<file path="src/rtl/bpd_pkg.sv">
// Shared types and codes for the BMP pixel array decoder.
// No dependencies; used by every RTL file of the block except bpd_ram and the macros header.
`timescale 1ns / 1ps

package bpd_pkg;

  // Fixed widths of the counters and geometry values
  localparam int DIM_W   = 13;  // width/height registers
  localparam int POS_W   = 15;  // byte position within a file row
  localparam int Q_DEPTH = 4;   // front-to-back queue entries
  localparam int Q_AW    = 2;

  // Pixel formats
  localparam logic [1:0] FMT_PAL4  = 2'd0;
  localparam logic [1:0] FMT_PAL8  = 2'd1;
  localparam logic [1:0] FMT_BGR24 = 2'd2;

  // Request kinds
  localparam logic KIND_PALETTE = 1'b0;
  localparam logic KIND_PIXEL   = 1'b1;

  // Register indexes
  localparam logic [1:0] REG_FORMAT = 2'd0;
  localparam logic [1:0] REG_WIDTH  = 2'd1;
  localparam logic [1:0] REG_HEIGHT = 2'd2;

  // Component phases of a 24-bit triple
  localparam logic [1:0] PH_BLUE  = 2'd0;
  localparam logic [1:0] PH_GREEN = 2'd1;
  localparam logic [1:0] PH_RED   = 2'd2;

  typedef struct packed {
    logic       kind;
    logic [7:0] palette_index;
    logic [7:0] palette_red;
    logic [7:0] palette_green;
    logic [7:0] palette_blue;
    logic [7:0] data_byte;
  } in_item_t;

  typedef struct packed {
    logic [7:0]  red;
    logic [7:0]  green;
    logic [7:0]  blue;
    logic [11:0] column;
    logic [11:0] row;
    logic        last_of_image;
    logic        last_of_item;
  } out_item_t;

  // Geometry derived from the configuration registers
  typedef struct packed {
    logic [1:0]       fmt;
    logic [DIM_W-1:0] w;
    logic [DIM_W-1:0] h;
    logic [POS_W-1:0] data_bytes;
    logic [POS_W-1:0] stride;
  } geom_t;

  // Operations handed from front to back
  typedef enum logic [1:0] {
    OP_PAL_WR,
    OP_LOOKUP,
    OP_DIRECT
  } op_t;

  typedef struct packed {
    op_t         op;
    logic        two_px;
    logic [7:0]  idx0;
    logic [7:0]  idx1;
    logic [23:0] rgb;
    logic [11:0] column;
    logic [11:0] row;
    logic        last0;
    logic        last1;
  } work_t;

endpackage

</file>
<file path="src/rtl/bpd_queue.sv">
// Short FIFO of decoded work between the front and back ends.
// Depends on bpd_pkg.
`timescale 1ns / 1ps

module bpd_queue (
  input  logic           clk,
  input  logic           rst_n,
  input  logic           push,
  input  bpd_pkg::work_t wdata,
  output logic           full,
  input  logic           pop,
  output logic           not_empty,
  output bpd_pkg::work_t head
);
  import bpd_pkg::*;

  work_t          slot_r [Q_DEPTH];
  logic [Q_AW-1:0] wr_ptr_r, rd_ptr_r;
  logic [Q_AW:0]   count_r, count_nxt;

  assign full      = count_r == (Q_AW+1)'(Q_DEPTH);
  assign not_empty = count_r != '0;
  assign head      = slot_r[rd_ptr_r];

  // Occupancy
  always_comb begin
    count_nxt = count_r;
    if (push && !pop) begin
      count_nxt = count_r + (Q_AW+1)'(1);
    end else if (pop && !push) begin
      count_nxt = count_r - (Q_AW+1)'(1);
    end
  end

  // Pointers and count
  always_ff @(posedge clk) begin
    if (!rst_n) begin
      wr_ptr_r <= '0;
      rd_ptr_r <= '0;
      count_r  <= '0;
    end else begin
      count_r <= count_nxt;
      if (push) begin
        wr_ptr_r <= wr_ptr_r + Q_AW'(1);
      end
      if (pop) begin
        rd_ptr_r <= rd_ptr_r + Q_AW'(1);
      end
    end
  end

  // Store entries
  always_ff @(posedge clk) begin
    if (push) begin
      slot_r[wr_ptr_r] <= wdata;
    end
  end

endmodule

</file>
<file path="config.mk">
export PLATFORM = sky130hd
export DESIGN_NAME = bpd_queue
export DESIGN_NICKNAME = d
export VERILOG_FILES = /design/src/rtl/bpd_pkg.sv /design/src/rtl/bpd_queue.sv
export SDC_FILE = /design/constraint.sdc
export NUM_CORES = 1
export LEC_CHECK = 0
export BUFFER_PORTS_ARGS = -buffer_cell sky130_fd_sc_hd__buf_2
export CELL_PAD_IN_SITES_DETAIL_PLACEMENT = 0
export CELL_PAD_IN_SITES_GLOBAL_PLACEMENT = 1
export CORE_ASPECT_RATIO = 0.6
export CORE_UTILIZATION = 50
export CTS_CLUSTER_DIAMETER = 40
export DETAILED_ROUTE_END_ITERATION = 8
export PLACE_DENSITY = 0.79
export SYNTH_ARGS = -nofsm -noshare
export SYNTH_HDL_FRONTEND = slang
export SYNTH_SLANG_ARGS = --single-unit
</file>
<file path="constraint.sdc">
create_clock -name clk -period 3.2 [get_ports clk]
set_input_delay 0.48 -clock clk [delete_from_list [all_inputs] [get_ports clk]]
set_output_delay 0.48 -clock clk [all_outputs]
set_load 0.02 [all_outputs]
</file>
Word level (Yosys, flattened, before mapping)
Memories as Yosys holds them, arrays and structs flattened. A register that Yosys moved wholly into a read port is not among the register bits. Index checks and enable logic that the tools add are counted.

Bits in registers: 7. RAM bits: 276. Input bits: 73. Output and inout port bits: 71. Logic and storage cells: 21. Memories: 1.

Memories: slot_r (words 4, bits a word 69, read ports 1, clocked after memory_dff 1, wr ports 1, line bpd_queue.sv:17) `work_t slot_r [Q_DEPTH];`.

$add $sub $neg: 4. Equality and inequality tests: 1. Muxes and demuxes: 6. Reductions and logical operators: 6.

Operators by type and width (number): 3-bit two-way mux (2); 2-bit by 1-bit adder with 2-bit output (second input constant) (2); 2-bit two-way mux (2); 3-bit by 1-bit adder with 3-bit output (second input constant) (1); 3-bit == test (second input constant) (1); 3-bit nonzero test (1); 3-bit by 1-bit subtractor with 3-bit output (second input constant) (1); 1-bit logical AND (2); 1-bit zero test (2); 1-bit two-way mux (2); 2-bit nonzero test (1).

Longest topological paths before layout
Word-level depth: 4. Gate-level depth with buffers: 7. Depth with buffers taken out: 7.

Worst setup path before layout
OpenSTA, ideal clock, no wires.

Path type: flip-flop to flip-flop. From: register wr_ptr_r[0]. To: memory slot_r[0][0] (netlist name), enable pin. Arrival: 2.158 ns. Data required time: 2.766 ns. Setup slack: 0.608 ns. Cell stages (with the launch flop): 4. Path through: dfxtp_1 > inv_1 > ha_1 > and2_1.

RTL lines: start: declaration (line bpd_queue.sv:18) `logic [Q_AW-1:0] wr_ptr_r, rd_ptr_r;`; start signal: assignment (line bpd_queue.sv:44) `wr_ptr_r <= wr_ptr_r + Q_AW'(1);`; end: declaration (line bpd_queue.sv:17).

No word-level cell before the write port.

==> run_results.csv <==
group,metric,value,unit
outcome,status,"complete, no violations",
clock_network,cts_root_buffer,"clkbuf_16",
power_and_ir_drop,ir_drop,0.0003633,V
drt,routed_wl,18.64,mm
timing,slew_viol_final,0,
global_routing,grt_pass1_vias,4856,
clock_network,post_cts_buffers,0,
timing,setup_viol,0,
die,die_w,188.3,microns
clock_network,cts_hold_buf,0,
timing,slew_headroom,60.03,%
logic_synthesis,synth_edf_count,276,
drt,wl_per_cell,21.52,microns
timing,setup_ws,0.6063,ns
critical_path,path_max_fanout,37,
die,die_area,21430,sq um
logic_synthesis,synth_top_area_share,79.59,%
timing,setup_tns,0,ns
critical_path,crit_chain,"buf_12 -> mux4_2 -> buf_2",
drt,first_pass_iters,4,
critical_path,crit_path_end,"head[56]",
logic_synthesis,ys.flop_type,"edfxtp_1",
layout,multi_input_area,1815,sq um
logic_synthesis,syn-instance-count,404,
global_routing,antenna_found_initial,4,
clock_network,ctsHtreeMaxLevel,1,
die,ios,144,
layout,fin_nets,648,
layout,n_fill_cell,1434,
logic_synthesis,yosys.area.top_type,"edfxtp_1",
clock_network,clk_latency,0.52,ns
global_routing,track_usage,17.80,%
drt,initialDrtViolationCount,322,
die,core_area,20220,sq um
logic_synthesis,synth_area_leaders,"edfxtp_1 80%, mux4_2 15%, dfxtp_1 1.7%",
critical_path,cpMaxStageDelayCell,"dfxtp_4",
critical_path,cp-start-kind,"flip-flop",
critical_path,worstPathRequired,2.72,ns
placed_design,pre_cts_ws,1.141,ns
critical_path,rr_startpoint,"wr_ptr_r[0]$_SDFFE_PN0P_",
clock_network,cts_resized,0,
job,drv_cap,0,
drt,vias,4756,
critical_path,crit_path_end_kind,"output pin",
clock_network,cts_buffers,28,
layout,drive_gt1_share,45.52,%
die,die_y,113.8,microns
critical_path,critPathBufInv,2,
timing,max_freq,385.5,MHz
timing,skew,0.01006,ns
clock_network,cts_tree,"built",
die,rows,40,
critical_path,arrival,2.11,ns
critical_path,cp_top_family,"flip-flops",
logic_synthesis,synth_nets,483,
logic_synthesis,ys_ff_latch,285,
clock_network,cts.clk_slew.worst_paths,0.06,ns
min_path,min_path_type,"primary input to flip-flop",
timing,period_minus_slack,2.594,ns
placed_design,port_buffers,143,
timing,post-route-period-util,81.05,%
drt,ant_nets,0,
logic_synthesis,synthArstFlopShare,0,%
timing,rsz0062_at_grt,"no",
logic_synthesis,syn_area,10410,sq um
logic_synthesis,synth.most_common_cell,"edfxtp_1",
global_routing,grt_first_pass_wirelength,28.39,mm
timing,worst_slew_pin_slew,0.5995,ns
clock_network,cts.sinks,285,
global_routing,grt_start_max_net_pins,39,
critical_path,rr_endpoint,"slot_r[3][37]$_DFFE_PP_",
layout,syn2layout_area_growth,19.03,%
drt,avgViaCountPerCell,5.492,
power_and_ir_drop,leakage,4.180,nW
drt,drc,0,
logic_synthesis,postSynthAreaPerCell,25.78,sq um
logic_synthesis,synth_cell_type_count,21,
placed_design,hpwl,11.51,mm
critical_path,ff2ff_setup_slack,1.33,ns
timing,report.final.hold_viol_count,0,
layout,regArea,8476,sq um
power_and_ir_drop,powerDensity,674.0,nW/um^2
global_routing,grt_overflow,0,
placed_design,gp_congestion,0.7619,
logic_synthesis,synth_warnings,0,
clock_network,clk_path_buf_depth,3,
critical_path,max_stage_delay,0.68,ns
die,start_util,51.50,%
logic_synthesis,yosysSeqAreaShare,81.32,%
logic_synthesis,yosys-top-cells-count,"276 x edfxtp_1, 69 x mux4_2, 9 x and2_1, 9 x dfxtp_1, 6 x buf_4",
critical_path,crit_type,"flip-flop to output pin",
critical_path,ff2ff_path_depth,3,
critical_path,cp.depth,3,
report_power, final:
group	switching, mW	total, mW	internal (mW)	leakage (nW)
Clock	1.36	3.12	1.75	0.429
Combinational	0.518	0.891	0.373	1.14
Sequential	0.0621	4.35	4.28	2.61
how the worst min path moves through the flow:
stage | startpoint | end | slack, ns | depth (start not counted)
final | wdata[61] | slot_r[3][61]$_DFFE_PP_ | 0.16 | 1
after global routing | wdata[46] | slot_r[0][46]$_DFFE_PP_ | 0.15 | 1
after CTS | wdata[0] | slot_r[3][0]$_DFFE_PP_ | 0.15 | 1
after detailed placement | count_r[2]$_SDFFE_PN0P_ | count_r[2]$_SDFFE_PN0P_ | 0.51 | 2
after global placement | count_r[2]$_SDFFE_PN0P_ | count_r[2]$_SDFFE_PN0P_ | 0.48 | 2
after floorplan | count_r[2]$_SDFFE_PN0P_ | count_r[2]$_SDFFE_PN0P_ | 0.47 | 2
state kept, by name (all words and copies together) (netlist names), named ones only:
signal    cells
wr_ptr_r      2
rd_ptr_r      2
count_r       3
slot_r      276
metrics by stage:
stage                     util (%)  instance area (sq um)  hold WS (ns)  power [mW]  std cells
final                        61.31                  12400        0.1639       8.355        866
after global routing         61.28                  12390        0.1538       8.633        864
after CTS                    61.28                  12390        0.1497       8.432        864
after detailed placement     56.87                  11500        0.5072       5.337        812
after global placement       56.87                  11500        0.4816       5.307        812
after floorplan                  -                  10410        0.4674       5.003        404
layout make-up:
| class | instances | share of cell area [%] |
|---|---|---|
| tap | 273 | 2.756 |
| timing repair buffer | 151 | 6.864 |
| multi-input combinational | 99 | 14.65 |
| inverter | 4 | 0.1211 |
| sequential | 285 | 68.38 |
| clock inverter | 20 | 1.252 |
| clock buffer | 32 | 5.945 |
| antenna | 2 | 0.04038 |
layout by cell type, fill, tap and decap left out, types with 3 or more instances in the layout:
cell type and instances:
ha_1 5, buf_2 143, clkbuf_16 29, inv_1 4
buf_12 6, clkbuf_1 3, and2_1 5, dfxtp_1 7
and2_4 4, clkinvlp_4 3, clkinv_4 3, mux4_2 69
clkinv_1 6, edfxtp_1 276, xor2_1 3, clkinv_2 4
kinds of logic after synthesis:
| kind of cell | count (synthesis) | synth area share (%) |
|---|---|---|
| xor+xnor | 5 | 0.4206 |
| fa+ha+maj | 6 | 0.7930 |
| simple gates | 15 | 0.8890 |
| buf+inv | 20 | 1.346 |
| compound gates | 2 | 0.1201 |
| mux | 71 | 15.11 |
| flops | 285 | 81.32 |
per-layer routing:
metal	routed length [microns]	global-route usage, %	part of all wire, %	vias up
li1	-	-	-	2060
met1	8291	27.00	44	2474
met2	8447	26.47	45	191
met3	1600	4.831	8.6	27
met4	278	3.280	1.5	4
met5	23	0	0.12	-
No activity file was read; power rests on OpenSTA's default activity.
