**config.mk**
```make
export PLATFORM = sky130hd
export DESIGN_NAME = bpd_front
export DESIGN_NICKNAME = d
export VERILOG_FILES = /design/src/rtl/bpd_pkg.sv /design/src/rtl/bpd_front.sv
export SDC_FILE = /design/constraint.sdc
export NUM_CORES = 1
export LEC_CHECK = 0
export BUFFER_PORTS_ARGS = -buffer_cell sky130_fd_sc_hd__buf_2
export CORE_ASPECT_RATIO = 0.8
export CORE_UTILIZATION = 30
export DETAILED_ROUTE_END_ITERATION = 10
export GPL_ROUTABILITY_DRIVEN = 0
export PLACE_DENSITY_LB_ADDON = 0.3
export SYNTH_ARGS = -nofsm -noshare
export SYNTH_HDL_FRONTEND = slang
export SYNTH_SLANG_ARGS = --single-unit
```
**constraint.sdc**
```tcl
create_clock -name clk -period 4.2 [get_ports clk]
set_clock_uncertainty 0.05 [all_clocks]
set_input_delay 0.21 -clock clk [delete_from_list [all_inputs] [get_ports clk]]
set_output_delay 0.21 -clock clk [all_outputs]
set_load 0.02 [all_outputs]
```
**src/rtl/bpd_pkg.sv**
```systemverilog
// Shared types and codes for the BMP pixel array decoder.
// No dependencies; used by every RTL file of the block except bpd_ram and the macros header.
`timescale 1ns / 1ps

package bpd_pkg;

  // Fixed widths of the counters and geometry values
  localparam int DIM_W   = 13;  // width/height registers
  localparam int POS_W   = 15;  // byte position within a file row
  localparam int Q_DEPTH = 4;   // front-to-back queue entries
  localparam int Q_AW    = 2;

  // Pixel formats
  localparam logic [1:0] FMT_PAL4  = 2'd0;
  localparam logic [1:0] FMT_PAL8  = 2'd1;
  localparam logic [1:0] FMT_BGR24 = 2'd2;

  // Request kinds
  localparam logic KIND_PALETTE = 1'b0;
  localparam logic KIND_PIXEL   = 1'b1;

  // Register indexes
  localparam logic [1:0] REG_FORMAT = 2'd0;
  localparam logic [1:0] REG_WIDTH  = 2'd1;
  localparam logic [1:0] REG_HEIGHT = 2'd2;

  // Component phases of a 24-bit triple
  localparam logic [1:0] PH_BLUE  = 2'd0;
  localparam logic [1:0] PH_GREEN = 2'd1;
  localparam logic [1:0] PH_RED   = 2'd2;

  typedef struct packed {
    logic       kind;
    logic [7:0] palette_index;
    logic [7:0] palette_red;
    logic [7:0] palette_green;
    logic [7:0] palette_blue;
    logic [7:0] data_byte;
  } in_item_t;

  typedef struct packed {
    logic [7:0]  red;
    logic [7:0]  green;
    logic [7:0]  blue;
    logic [11:0] column;
    logic [11:0] row;
    logic        last_of_image;
    logic        last_of_item;
  } out_item_t;

  // Geometry derived from the configuration registers
  typedef struct packed {
    logic [1:0]       fmt;
    logic [DIM_W-1:0] w;
    logic [DIM_W-1:0] h;
    logic [POS_W-1:0] data_bytes;
    logic [POS_W-1:0] stride;
  } geom_t;

  // Operations handed from front to back
  typedef enum logic [1:0] {
    OP_PAL_WR,
    OP_LOOKUP,
    OP_DIRECT
  } op_t;

  typedef struct packed {
    op_t         op;
    logic        two_px;
    logic [7:0]  idx0;
    logic [7:0]  idx1;
    logic [23:0] rgb;
    logic [11:0] column;
    logic [11:0] row;
    logic        last0;
    logic        last1;
  } work_t;

endpackage

```
**src/rtl/bpd_front.sv**
```systemverilog
// Front end: accepts requests, tracks row/column/byte position, classifies bytes.
// Depends on bpd_pkg; feeds bpd_queue.
`timescale 1ns / 1ps

module bpd_front (
  input  logic              clk,
  input  logic              rst_n,
  input  logic              restart,
  input  bpd_pkg::geom_t    geom,
  input  logic              in_valid,
  output logic              in_stall,
  input  bpd_pkg::in_item_t in_data,
  input  logic              q_full,
  output logic              q_push,
  output bpd_pkg::work_t    q_wdata
);
  import bpd_pkg::*;

  logic [DIM_W-1:0] col_r, col_nxt;
  logic [DIM_W-1:0] frow_r, frow_nxt;
  logic [POS_W-1:0] rbp_r, rbp_nxt;
  logic [1:0]       phase_r, phase_nxt;
  logic [15:0]      held_r, held_nxt;

  logic             accept;
  logic [POS_W-1:0] rbp_inc;
  logic             in_row;
  logic [DIM_W-1:0] col_p1, col_p2, frow_p1, row_out;
  logic             last_row;
  logic [7:0]       b;

  assign in_stall = q_full;
  assign accept   = in_valid && !in_stall;
  assign b        = in_data.data_byte;

  // Position arithmetic
  assign rbp_inc  = rbp_r + POS_W'(1);
  assign in_row   = rbp_r < geom.data_bytes;
  assign col_p1   = col_r + DIM_W'(1);
  assign col_p2   = col_r + DIM_W'(2);
  assign frow_p1  = frow_r + DIM_W'(1);
  assign last_row = frow_p1 == geom.h;
  assign row_out  = geom.h - DIM_W'(1) - frow_r;

  // Classify the request and advance the counters
  always_comb begin
    q_push    = 1'b0;
    q_wdata   = '0;
    col_nxt   = col_r;
    frow_nxt  = frow_r;
    rbp_nxt   = rbp_r;
    phase_nxt = phase_r;
    held_nxt  = held_r;

    q_wdata.column = col_r[11:0];
    q_wdata.row    = row_out[11:0];
    q_wdata.last0  = (col_p1 == geom.w) && last_row;
    q_wdata.last1  = (col_p2 == geom.w) && last_row;

    if (accept && in_data.kind == KIND_PALETTE) begin
      q_push        = 1'b1;
      q_wdata.op    = OP_PAL_WR;
      q_wdata.idx0  = in_data.palette_index;
      q_wdata.rgb   = {in_data.palette_red, in_data.palette_green, in_data.palette_blue};
    end else if (accept) begin
      if (in_row) begin
        unique case (geom.fmt)
          FMT_PAL4: begin
            q_push         = 1'b1;
            q_wdata.op     = OP_LOOKUP;
            q_wdata.idx0   = {4'd0, b[7:4]};
            q_wdata.idx1   = {4'd0, b[3:0]};
            // drop the low nibble past the end of an odd-width row
            q_wdata.two_px = col_p1 < geom.w;
            col_nxt        = q_wdata.two_px ? col_p2 : col_p1;
          end
          FMT_PAL8: begin
            q_push       = 1'b1;
            q_wdata.op   = OP_LOOKUP;
            q_wdata.idx0 = b;
            col_nxt      = col_p1;
          end
          default: begin
            // blue, green, red arrive in that order
            if (phase_r == PH_BLUE) begin
              held_nxt  = {8'd0, b};
              phase_nxt = PH_GREEN;
            end else if (phase_r == PH_GREEN) begin
              held_nxt  = {b, held_r[7:0]};
              phase_nxt = PH_RED;
            end else begin
              q_push      = 1'b1;
              q_wdata.op  = OP_DIRECT;
              q_wdata.rgb = {b, held_r};
              col_nxt     = col_p1;
              held_nxt    = '0;
              phase_nxt   = PH_BLUE;
            end
          end
        endcase
      end

      // Skip padding and close the row at the stride
      rbp_nxt = rbp_inc;
      if (rbp_inc >= geom.stride) begin
        rbp_nxt   = '0;
        col_nxt   = '0;
        phase_nxt = PH_BLUE;
        held_nxt  = '0;
        frow_nxt  = (frow_p1 >= geom.h) ? '0 : frow_p1;
      end
    end
  end

  // Counter registers
  always_ff @(posedge clk) begin
    if (!rst_n || restart) begin
      col_r   <= '0;
      frow_r  <= '0;
      rbp_r   <= '0;
      phase_r <= PH_BLUE;
      held_r  <= '0;
    end else begin
      col_r   <= col_nxt;
      frow_r  <= frow_nxt;
      rbp_r   <= rbp_nxt;
      phase_r <= phase_nxt;
      held_r  <= held_nxt;
    end
  end

endmodule

```
# Word level (Yosys, flattened, before mapping)
# Index checks and enable logic that the tools add are counted.
# word_totals
register_bits	59
inputBits	104
output_inout_bits	71
word_cells	83
# classes
addsub	6
order_cmp	4
eq_ne	9
n_mux	40
bitwise	2
n_reduce_logical	16
# op_table
op	n
two-way mux 24 bit	4
two-way mux 43 bit	2
two-way mux 16 bit	5
two-way mux 13 bit	6
== test 13 bit	3
adder 13 x 1 -> 13 bit, second input constant	2
case mux 13 bit (2 select lines)	1
two-way mux 2 bit	9
two-way mux 8 bit	2
case mux 8 bit (2 select lines)	1
adder 15 x 1 -> 15 bit, second input constant	1
greater-or-equal comparator 15 bit	1
< comparator 15 bit	1
two-way mux 15 bit	1
adder 13 x 2 -> 13 bit, second input constant	1
greater-or-equal comparator 13 bit	1
< comparator 13 bit	1
subtractor 12 x 1 -> 12 bit, second input constant	1
subtractor 12 bit	1
AND reduction 5 bit	2
two-way mux 1 bit	8
!= test 4 x 1 -> 1 bit, second input constant	2
== test 2 x 1 -> 1 bit, second input constant	2
logical AND 1 bit	4
12 further kinds	15

# Logic depth before layout (Yosys ltp)
# Gate-level depths: netlist of run 1.
# logic_depth
ltp_word	7
depth_mapped	16
ltp_nobuf	15

# Least setup slack after synthesis of run 1
# Ideal clock, no wire load.
# synth_timing
path_kind	reg2out
startpoint	register frow_r[0]
endpoint	output port q_wdata[0] (netlist bit)
arrival_ns	3.585
required_ns	3.940
setup_slack_ns	0.355
stages_incl_launch_ff	14
cell_sequence	dfxtp_1 > ha_1 > nand3_1 > nor4_1 > and3_1 > nand3_1 > xnor2_1 > ha_1 > nand4_1 > nor4_1 > nand4_1 > nor3_1 > o211ai_1 > nor4_1
# synth_rtl
element	line	text
from (decl)	bpd_front.sv:20	logic [DIM_W-1:0] frow_r, frow_nxt;
from (signal assigned)	bpd_front.sv:125	frow_r <= frow_nxt;
to (decl)	bpd_front.sv:15	output bpd_pkg::work_t q_wdata

==> flow_summary.ini, run 1 <==
[power_and_ir_drop]
leakage_nw = 3.45
total_power_mw = 1.52
peakVddDrop_mv = 0.167
powerDensity_mw_per_mm2 = 213

[detailed_routing]
first_iter_violations = 276
drc_errors = 0
vias = 5507
drt-pass1-iter-count = 4
avgRoutedWirePerCell_um = 14.1
wirelength_mm = 16.1
vias_per_cell = 4.83
ant_nets = 0

[synthesis]
ys_ff_latch = 59
synth_ff_type = dfxtp_1
post-synth-top-area-cell = dfxtp_1
syn_area_per_cell_um2 = 8.01
synth_edf_count = 0
netlist_area_mm2 = 0.00577
synth_area_leaders = dfxtp_1 (20%), ha_1 (15%), xnor2_1 (7.9%)
ys_seq_area_share_pct = 20.5
syn_inst = 720
ys_warn_count = 0
async_reset_ff_share_pct = 0
synth_top_area_share_pct = 20.5
ys_types = 66

[worst_setup_path]
critical_path_class = reg -> out
start_kind = register
arrival_ns = 3.62
cp-end-kind = output pin
cp.required_ns = 3.94
worstPathMaxFanout = 5

[cts]
cts_max_level = 3
cts_tree = done
clk_latency_ns = 0.33
postCtsHoldBufs = 0
clock_sinks = 59
clk_pin_slew_worst_paths_ns = 0.05
numCtsBuffers = 9
root_buffer = clkbuf_16
cts.path.max_buffers = 2

[cells_and_area]
layout_commonest_cell = buf_2
area_growth_syn_to_layout_pct = 23.7
multiInputGateArea_mm2 = 0.00406
drive_gt1_share_pct = 26.0
fillers = 1971
diodes = 0
fin_area_mm2 = 0.00713
final_nets = 1057
seq_area_mm2 = 0.00118
mostFrequentLayoutCells = buf_2 (170), inv_1 (77), ha_1 (69)

[timing]
fmaxAchievable_mhz = 258
setup-violations-final = 0
rsz0062_at_grt = no
fin_crit_sh_pct = 92.4
hold_violations = 0
hold_slack_ns = 0.129
max_slew_margin_pct = 20.8
tns_ns = 0
worst_slew_pin_slew_ns = 1.19
period_minus_slack_ns = 3.88
maxSlewViolCount = 0

[outcome]
status = completed

[die]
core-area_mm2 = 0.0185
die_area_mm2 = 0.0198
die_x_um = 157
core.rowCount = 44
fp.dieH_um = 126
pin_count = 175
start_util_pct = 31.2

[worst_hold_path]
hold_path.class = in -> reg

[global_route]
grt_pass1_vias = 4964
grt_first_pass_wirelength_mm = 25.5
met2_usage_pct = 24.2
grt.total_usage_pct = 16.3
groute.layer.met1.usage_pct = 24.3
grt_antenna_before_repair = 0
top_usage_layer = met1
grt_start_max_net_pins = 33
gr-total-overflow = 0
use_met3_pct = 2.72

[flow_run]
maxCapViolCount = 0

[place]
dpl_cell_area_mm2 = 0.00682
dp_hpwl_mm = 12.9
port_buffers = 170
## path summary, 6_finish.rpt
| path | startpoint | endpoint | slack, ns | cells after the start |
|---|---|---|---|---|
| hold reg to reg | held_r[0]$_SDFFE_PP0P_ | held_r[0]$_SDFFE_PP0P_ | 0.43 | 1 |
| setup reg to reg | rbp_r[0]$_SDFFE_PP0P_ | rbp_r[6]$_SDFFE_PP0P_ | 0.41 | 14 |
| setup / recovery | frow_r[3]$_SDFFE_PP0P_ | q_wdata[0] | 0.32 | 16 |
| hold / removal | in_data[7] | held_r[7]$_SDFFE_PP0P_ | 0.13 | 2 |
## flip-flops by register name (all words and copies together) (netlist names)
signal and flops:
phase_r 2, frow_r 13, col_r 13, rbp_r 15, held_r 16
## routing by layer
layer | vias up | share of wire (%)
met5 | - | 0
met4 | 0 | 0.77
met3 | 11 | 5.2
met2 | 156 | 42
met1 | 2473 | 52
li1 | 2867 | -
## repair_timing
| action | CTS | global route |
|---|---|---|
| gates resized for setup | 0 | 8 |
| setup endpoints to repair | 0 | 2 |
| hold endpoints to repair | 0 | 0 |
| buffers inserted | 0 | 2 |
## cells in the mapped netlist (all sizes together) (4+ instances only)
cell type	n
a21o	13
o211ai	11
o21ai	31
xor2	27
xnor2	52
a211oi	4
clkbuf	14
ha	70
nand2b	4
buf	29
o41ai	6
nor3b	12
a22o	44
a31oi	5
mux2i	7
nor2	54
nand3	28
nor3	14
nand2	44
nor2b	10
and3	9
dfxtp	59
a32o	4
a21oi	31
nor4	10
nand4	11
inv	78
## per-stage QoR
step / utilization [%] / setup slack, ns / cells
floorplan: - / 0.355 / 723
global placement: 36.9 / 0.473 / 1122
detailed placement: 36.9 / 0.377 / 1122
CTS: 38.3 / 0.00222 / 1138
global route: 38.6 / 0.00535 / 1140
finish: 38.6 / 0.321 / 1140
## where the power goes
group / leakage [nW] / internal (mW) / switching (mW)
Clock: 0.117 / 0.398 / 0.279
Combinational: 2.85 / 0.116 / 0.165
Sequential: 0.476 / 0.561 / 0.00131
## cell families (layout without fill, tap and decap cells)
kind of cell    Yosys count  count (layout)  synth area share (%)
fa+ha+maj                71              71                  15.5
simple gates            208             208                  18.8
compound gates          173             173                  22.0
xor+xnor                 79              79                  12.0
flops                    59              59                  20.5
other cells               1               4                0.0650
mux                       8               8                  1.41
buf+inv                 121             285                  9.74
## final cells by class
| class | count | area share, % |
|---|---|---|
| sequential | 59 | 16.6 |
| clock buffer | 10 | 3.21 |
| clock inverter | 6 | 0.596 |
| tap | 253 | 4.44 |
| inverter | 78 | 4.11 |
| timing repair buffer | 191 | 14.1 |
| multi-input combinational | 543 | 56.9 |
## critical path, cell delays in order (launching register included)
cell      delay, ns
dfxtp_1        0.42
nand3_1        0.10
nor3_1         0.15
buf_4          0.16
and3_1         0.24
and3_2         0.25
nand3_1        0.11
xnor2_1        0.16
ha_1           0.30
nand4_1        0.15
nor4_2         0.17
buf_4          0.17
nand4_1        0.09
nor3_2         0.18
o211ai_1       0.12
nor4_1         0.30
buf_2          0.21
Power figures use the tool's default switching activity.
==> inputs of run 2 (changes only) <==
- CORE_MARGIN: default -> 2
==> run 2 against run 1 <==
Compared with the run above:
- sequential cell count unchanged
- cell count up 0.35%
- total power up 12%
- critical path depth down 3
- core utilization down 0.33 points
- first-iteration DRC count down 12%
- design area up 1.4%
- sequential power about the same
- die area up 2.9%
- combinational power about the same
- highest routed layer is now met5
==> flow_summary.ini, run 2 (synthesized netlist as in run 1, its figures left out) <==
[worst_setup_path]
rr_worst_depth = 14
arrival_ns = 3.56
rr_endpoint = held_r[7]$_SDFFE_PP0P_
ff2ff_setup_slack_ns = 0.39
cp-end-kind = output pin
cp.required_ns = 3.94
worstPathMaxFanout = 11
reg2reg_from = rbp_r[0]$_SDFFE_PP0P_
critical_path_class = reg -> out
start_kind = register

[cells_and_area]
multiInputGateArea_mm2 = 0.00409
drive_gt1_share_pct = 26.3
layout_commonest_cell = buf_2
mostFrequentLayoutCells = buf_2 (169), inv_1 (77), ha_1 (69)
final_nets = 1056
reg_top3 = held_r (16), rbp_r (15)
fillers = 2019
top_register = held_r
seq_area_mm2 = 0.00118
diodes = 0
area_growth_syn_to_layout_pct = 25.4
largest_reg_flops = 16

[detailed_routing]
ant_nets = 0
wirelength_mm = 16.1
vias_per_cell = 4.77
drc_errors = 0
vias = 5462
avgRoutedWirePerCell_um = 14.1
drt-pass1-iter-count = 4
first_iter_violations = 244

[outcome]
status = completed

[power_and_ir_drop]
peakVddDrop_mv = 0.182
p_int_mw = 1.27
power_frac_seq_pct = 33.0
switching_share_pct = 25.4
powerDensity_mw_per_mm2 = 236
switchingPower_mw = 0.434
leakage_nw = 3.51
p_clk_share_pct = 50.6
power_frac_comb_pct = 16.4

[global_route]
grt_first_pass_wirelength_mm = 25.9
grt_pass1_vias = 5145
gr-total-overflow = 0
groute.layer.met1.usage_pct = 22.1
top_usage_layer = met2
use_met3_pct = 3.62
grt_antenna_before_repair = 1
grt_start_max_net_pins = 33
met2_usage_pct = 24.7
grt.total_usage_pct = 15.6

[die]
start_util_pct = 30.5
pin_count = 175
core.rowCount = 45
core-area_mm2 = 0.0189
die_x_um = 159
fp.dieH_um = 128
die_area_mm2 = 0.0204

[timing]
hold_slack_ns = 0.131
rsz0062_at_grt = no
period_minus_slack_ns = 3.82
setup-violations-final = 0
maxSlewViolCount = 0
worst_slew_pin_slew_ns = 1.21
fmaxAchievable_mhz = 262
tns_ns = 0
fin_crit_sh_pct = 91.0
max_slew_margin_pct = 19.3
hold_violations = 0

[cts]
numCtsBuffers = 9
cts_max_level = 3
root_buffer = clkbuf_16
clk_pin_slew_worst_paths_ns = 0.06
clock_sinks = 59
clk_latency_ns = 0.32
cts_tree = done
postCtsHoldBufs = 0
cts.path.max_buffers = 2

[worst_hold_path]
hold_path.class = in -> reg
worstHoldStart = in_data[6]
hold_end = held_r[6]$_SDFFE_PP0P_
min_path_cells = 2

[place]
dp_hpwl_mm = 12.8
port_buffers = 170

[flow_run]
maxCapViolCount = 0
==> run 2: cell types whose count changed in the layout (fill, tap and decap cells not counted), moves of 2 or more <==
cell	delta
clkinvlp_4	-5
and3_4	+2
bufinv_16	+3
and3_2	-2
==> run 2: power groups by stage <==
stage	clock (mW)	combinational, mW	sequential, mW
after floorplan	0	0.170	0.574
after global placement	0	0.280	0.575
after detailed placement	0	0.280	0.575
after CTS	0.882	0.282	0.562
after global routing	0.901	0.314	0.562
final	0.862	0.280	0.562
==> run 2: stage by stage <==
stage	instances	util, %	area, µm²	setup slack [ns]	power [mW]
4_1_cts	1142	37.9	7160	0.0660	1.73
2_1_floorplan	723	-	5780	0.355	0.744
3_5_place_dp	1126	36.0	6820	0.383	0.855
5_1_grt	1144	38.2	7230	0.00898	1.78
3_3_place_gp	1126	36.0	6820	0.442	0.855
6_report	1144	38.2	7230	0.377	1.70
==> run 2: final cells by class <==
cell class | instances | share of cell area [%]
flip-flops and latches | 59 | 16.4
well taps | 258 | 4.46
multi-input cells | 543 | 56.5
repair buffers | 190 | 13.9
clock buffers | 11 | 3.36
clock inverters | 5 | 1.38
inverters | 78 | 4.05
==> run 2: what timing repair did <==
action	in CTS	in global routing
endpoints found under the setup margin	0	3
setup buffers	0	2
gates resized for setup	0	13
==> run 2: worst max-delay path by stage <==
stage	from	end	slack (ns)	cells past startpoint
after CTS	frow_r[1]$_SDFFE_PP0P_	q_wdata[0]	0.07	15
final	col_r[5]$_SDFFE_PP0P_	q_wdata[66]	0.38	13
after global placement	rbp_r[0]$_SDFFE_PP0P_	rbp_r[12]$_SDFFE_PP0P_	0.44	14
after detailed placement	rbp_r[0]$_SDFFE_PP0P_	rbp_r[14]$_SDFFE_PP0P_	0.38	14
after global routing	rbp_r[0]$_SDFFE_PP0P_	col_r[11]$_SDFFE_PP0P_	0.009	15
after floorplan	frow_r[0]$_SDFFE_PP0P_	q_wdata[0]	0.35	13
==> run 2: metal layers <==
metal | vias to the layer above | routed length, µm
met4 | 2 | 53
met3 | 8 | 849
met1 | 2466 | 8290
met2 | 125 | 6930
met5 | - | 13
li1 | 2861 | -
==> run 2: worst max-delay path, stage by stage (launching register included) <==
cell and delay [ns]:
dfxtp_1 0.51, and4_1 0.39, nand2_1 0.11, nor2_1 0.24, nand4_1 0.15, xnor2_1 0.16, ha_1 0.28, and4_1 0.23
nand4_1 0.18, a31oi_1 0.32, nor3_1 0.08, buf_4 0.19, and3_2 0.23, buf_2 0.16
==> inputs of run 3 (changes only) <==
==> constraint.sdc (replaced) <==
create_clock -name clk -period 4.2 [get_ports clk]
set_clock_uncertainty 0.05 [all_clocks]
set_input_delay 0.42 -clock clk [delete_from_list [all_inputs] [get_ports clk]]
set_output_delay 0.42 -clock clk [all_outputs]
set_load 0.02 [all_outputs]
==> run 3 against run 2 <==
Compared with the run above:
- non-clock buffer count rose by 2
- worst hold slack improved by 0.20 ns
- setup slack worse by 0.14 ns
- register-to-register slack worse by 0.03 ns
- clock power is 15% lower
- core utilization fell by 0.13 points
- critical path depth is 1 lower
==> flow_summary.ini, run 3 (synthesized netlist as in run 1, its figures left out) <==
[outcome]
status = completed

[detailed_routing]
drt-pass1-iter-count = 4
vias_per_cell = 4.81
wirelength_mm = 16.3
drc_errors = 0
vias = 5514
first_iter_violations = 304
avgRoutedWirePerCell_um = 14.2
ant_nets = 0

[worst_setup_path]
path_delay_family = simple AND/OR/NAND/NOR gates
slowest_delay_ns = 0.51
ff2ff_setup_slack_ns = 0.36
crit_chain = ha_1 -> nand3_1 -> nor2_1 -> xor2_1 -> ha_1 -> a21o_1 -> a221oi_1 -> nor2b_1 -> nor3_1 -> buf_4 -> and3_2 -> buf_2
slowest_stage = dfxtp_1
worstPathMaxFanout = 11
cp-end-kind = output pin
critical_path_class = reg -> out
startpoint = col_r[1]$_SDFFE_PP0P_
reg2reg_from = rbp_r[0]$_SDFFE_PP0P_
crit_buf_inv = 2
rr_worst_depth = 14
cp.required_ns = 3.73
rr_endpoint = held_r[4]$_SDFFE_PP0P_
arrival_ns = 3.49
cp_num_cells = 12
start_kind = register
cp_common_cell = ha_1
crit_end = q_wdata[66]

[cts]
cts_tree = done
cts.path.max_buffers = 2
numCtsBuffers = 9
postCtsHoldBufs = 0
root_buffer = clkbuf_16
cts_max_level = 3
clk_latency_ns = 0.32
clock_sinks = 59
clk_pin_slew_worst_paths_ns = 0.06

[global_route]
top_usage_layer = met2
groute.layer.met1.usage_pct = 22.7
grt_pass1_vias = 5169
grt_start_max_net_pins = 33
use_met3_pct = 3.91
grt_first_pass_wirelength_mm = 26.1
met2_usage_pct = 24.4
grt.total_usage_pct = 15.8
grt_antenna_before_repair = 2
gr-total-overflow = 0

[power_and_ir_drop]
p_clk_share_pct = 46.4
switchingPower_mw = 0.441
power_frac_comb_pct = 17.9
switching_share_pct = 28.0
leakage_nw = 3.48
p_int_mw = 1.13
power_frac_seq_pct = 35.7
peakVddDrop_mv = 0.151
powerDensity_mw_per_mm2 = 219

[cells_and_area]
final_nets = 1058
fin_util_pct = 38.1
area_growth_syn_to_layout_pct = 25.0
layout_commonest_cell = buf_2
fin_area_mm2 = 0.00721
mostFrequentLayoutCells = buf_2 (169), inv_1 (77), ha_1 (69)
largest_reg_flops = 16
drive_gt1_share_pct = 26.9
diodes = 0
fillers = 2064
reg_top3 = held_r (16), rbp_r (15)
multiInputGateArea_mm2 = 0.00409
instances_no_fill = 1146
seq_area_mm2 = 0.00119
top_register = held_r

[timing]
max_slew_margin_pct = 20.9
period_minus_slack_ns = 3.96
worst_slew_pin_slew_ns = 1.18
setup-violations-final = 0
hold_slack_ns = 0.332
maxSlewViolCount = 0
fin_crit_sh_pct = 94.4
fmaxAchievable_mhz = 252
hold_violations = 0
tns_ns = 0
rsz0062_at_grt = no

[worst_hold_path]
worstHoldStart = in_data[2]
hold_path.class = in -> reg
min_path_cells = 2

[die]
core-area_mm2 = 0.0189
fp.dieH_um = 128
die_area_mm2 = 0.0204
core.rowCount = 45
pin_count = 175
start_util_pct = 30.5
die_x_um = 159

[place]
dp_cells = 1129
dp_hpwl_mm = 13.1
dpl_cell_area_mm2 = 0.00684
port_buffers = 170

[flow_run]
maxCapViolCount = 0
-- run 3: cell types whose count changed in the layout (fill, tap and decap cells not counted), sizes merged --
cell      before  now
clkbuf        11    9
buf          190  192
clkinv         2    4
clkinvlp       0    2
bufinv         3    1
-- run 3: through the flow --
step | power (mW) | setup slack, ns
after global placement | 0.855 | 0.328
after detailed placement | 0.857 | 0.265
after floorplan | 0.744 | 0.145
after global routing | 1.65 | 0.00144
after CTS | 1.60 | 0.0322
final | 1.58 | 0.236
-- run 3: area by class of cell --
type,count,share of cell area [%]
multi-input cells,543,56.8
flip-flops and latches,59,16.5
repair buffers,192,14.1
well taps,258,4.48
inverters,78,4.06
clock buffers,9,3.13
clock inverters,7,0.955
-- run 3: how the worst min path moves through the flow --
stage,end,slack [ns]
floorplan,held_r[0]$_SDFFE_PP0P_,0.40
global placement,held_r[14]$_SDFFE_PP0P_,0.42
detailed placement,held_r[8]$_SDFFE_PP0P_,0.42
CTS,held_r[2]$_SDFFE_PP0P_,0.32
global route,held_r[2]$_SDFFE_PP0P_,0.32
finish,held_r[2]$_SDFFE_PP0P_,0.33
-- run 3: what timing repair did --
action	CTS	global route
gates resized for setup	4	13
pin swaps	1	4
endpoints found under the setup margin	1	36
buffers inserted	0	1
-- run 3: power by group through the flow --
stage	clock network (mW)	logic (mW)	registers, mW
floorplan	0	0.170	0.574
global placement	0	0.281	0.575
detailed placement	0	0.282	0.575
CTS	0.753	0.284	0.562
global route	0.776	0.316	0.562
finish	0.731	0.283	0.562
-- run 3: routing by layer --
layer | wire length (µm) | up-vias
met2 | 6990 | 124
met5 | 23 | -
met4 | 58 | 4
li1 | - | 2869
met3 | 966 | 8
met1 | 8260 | 2509
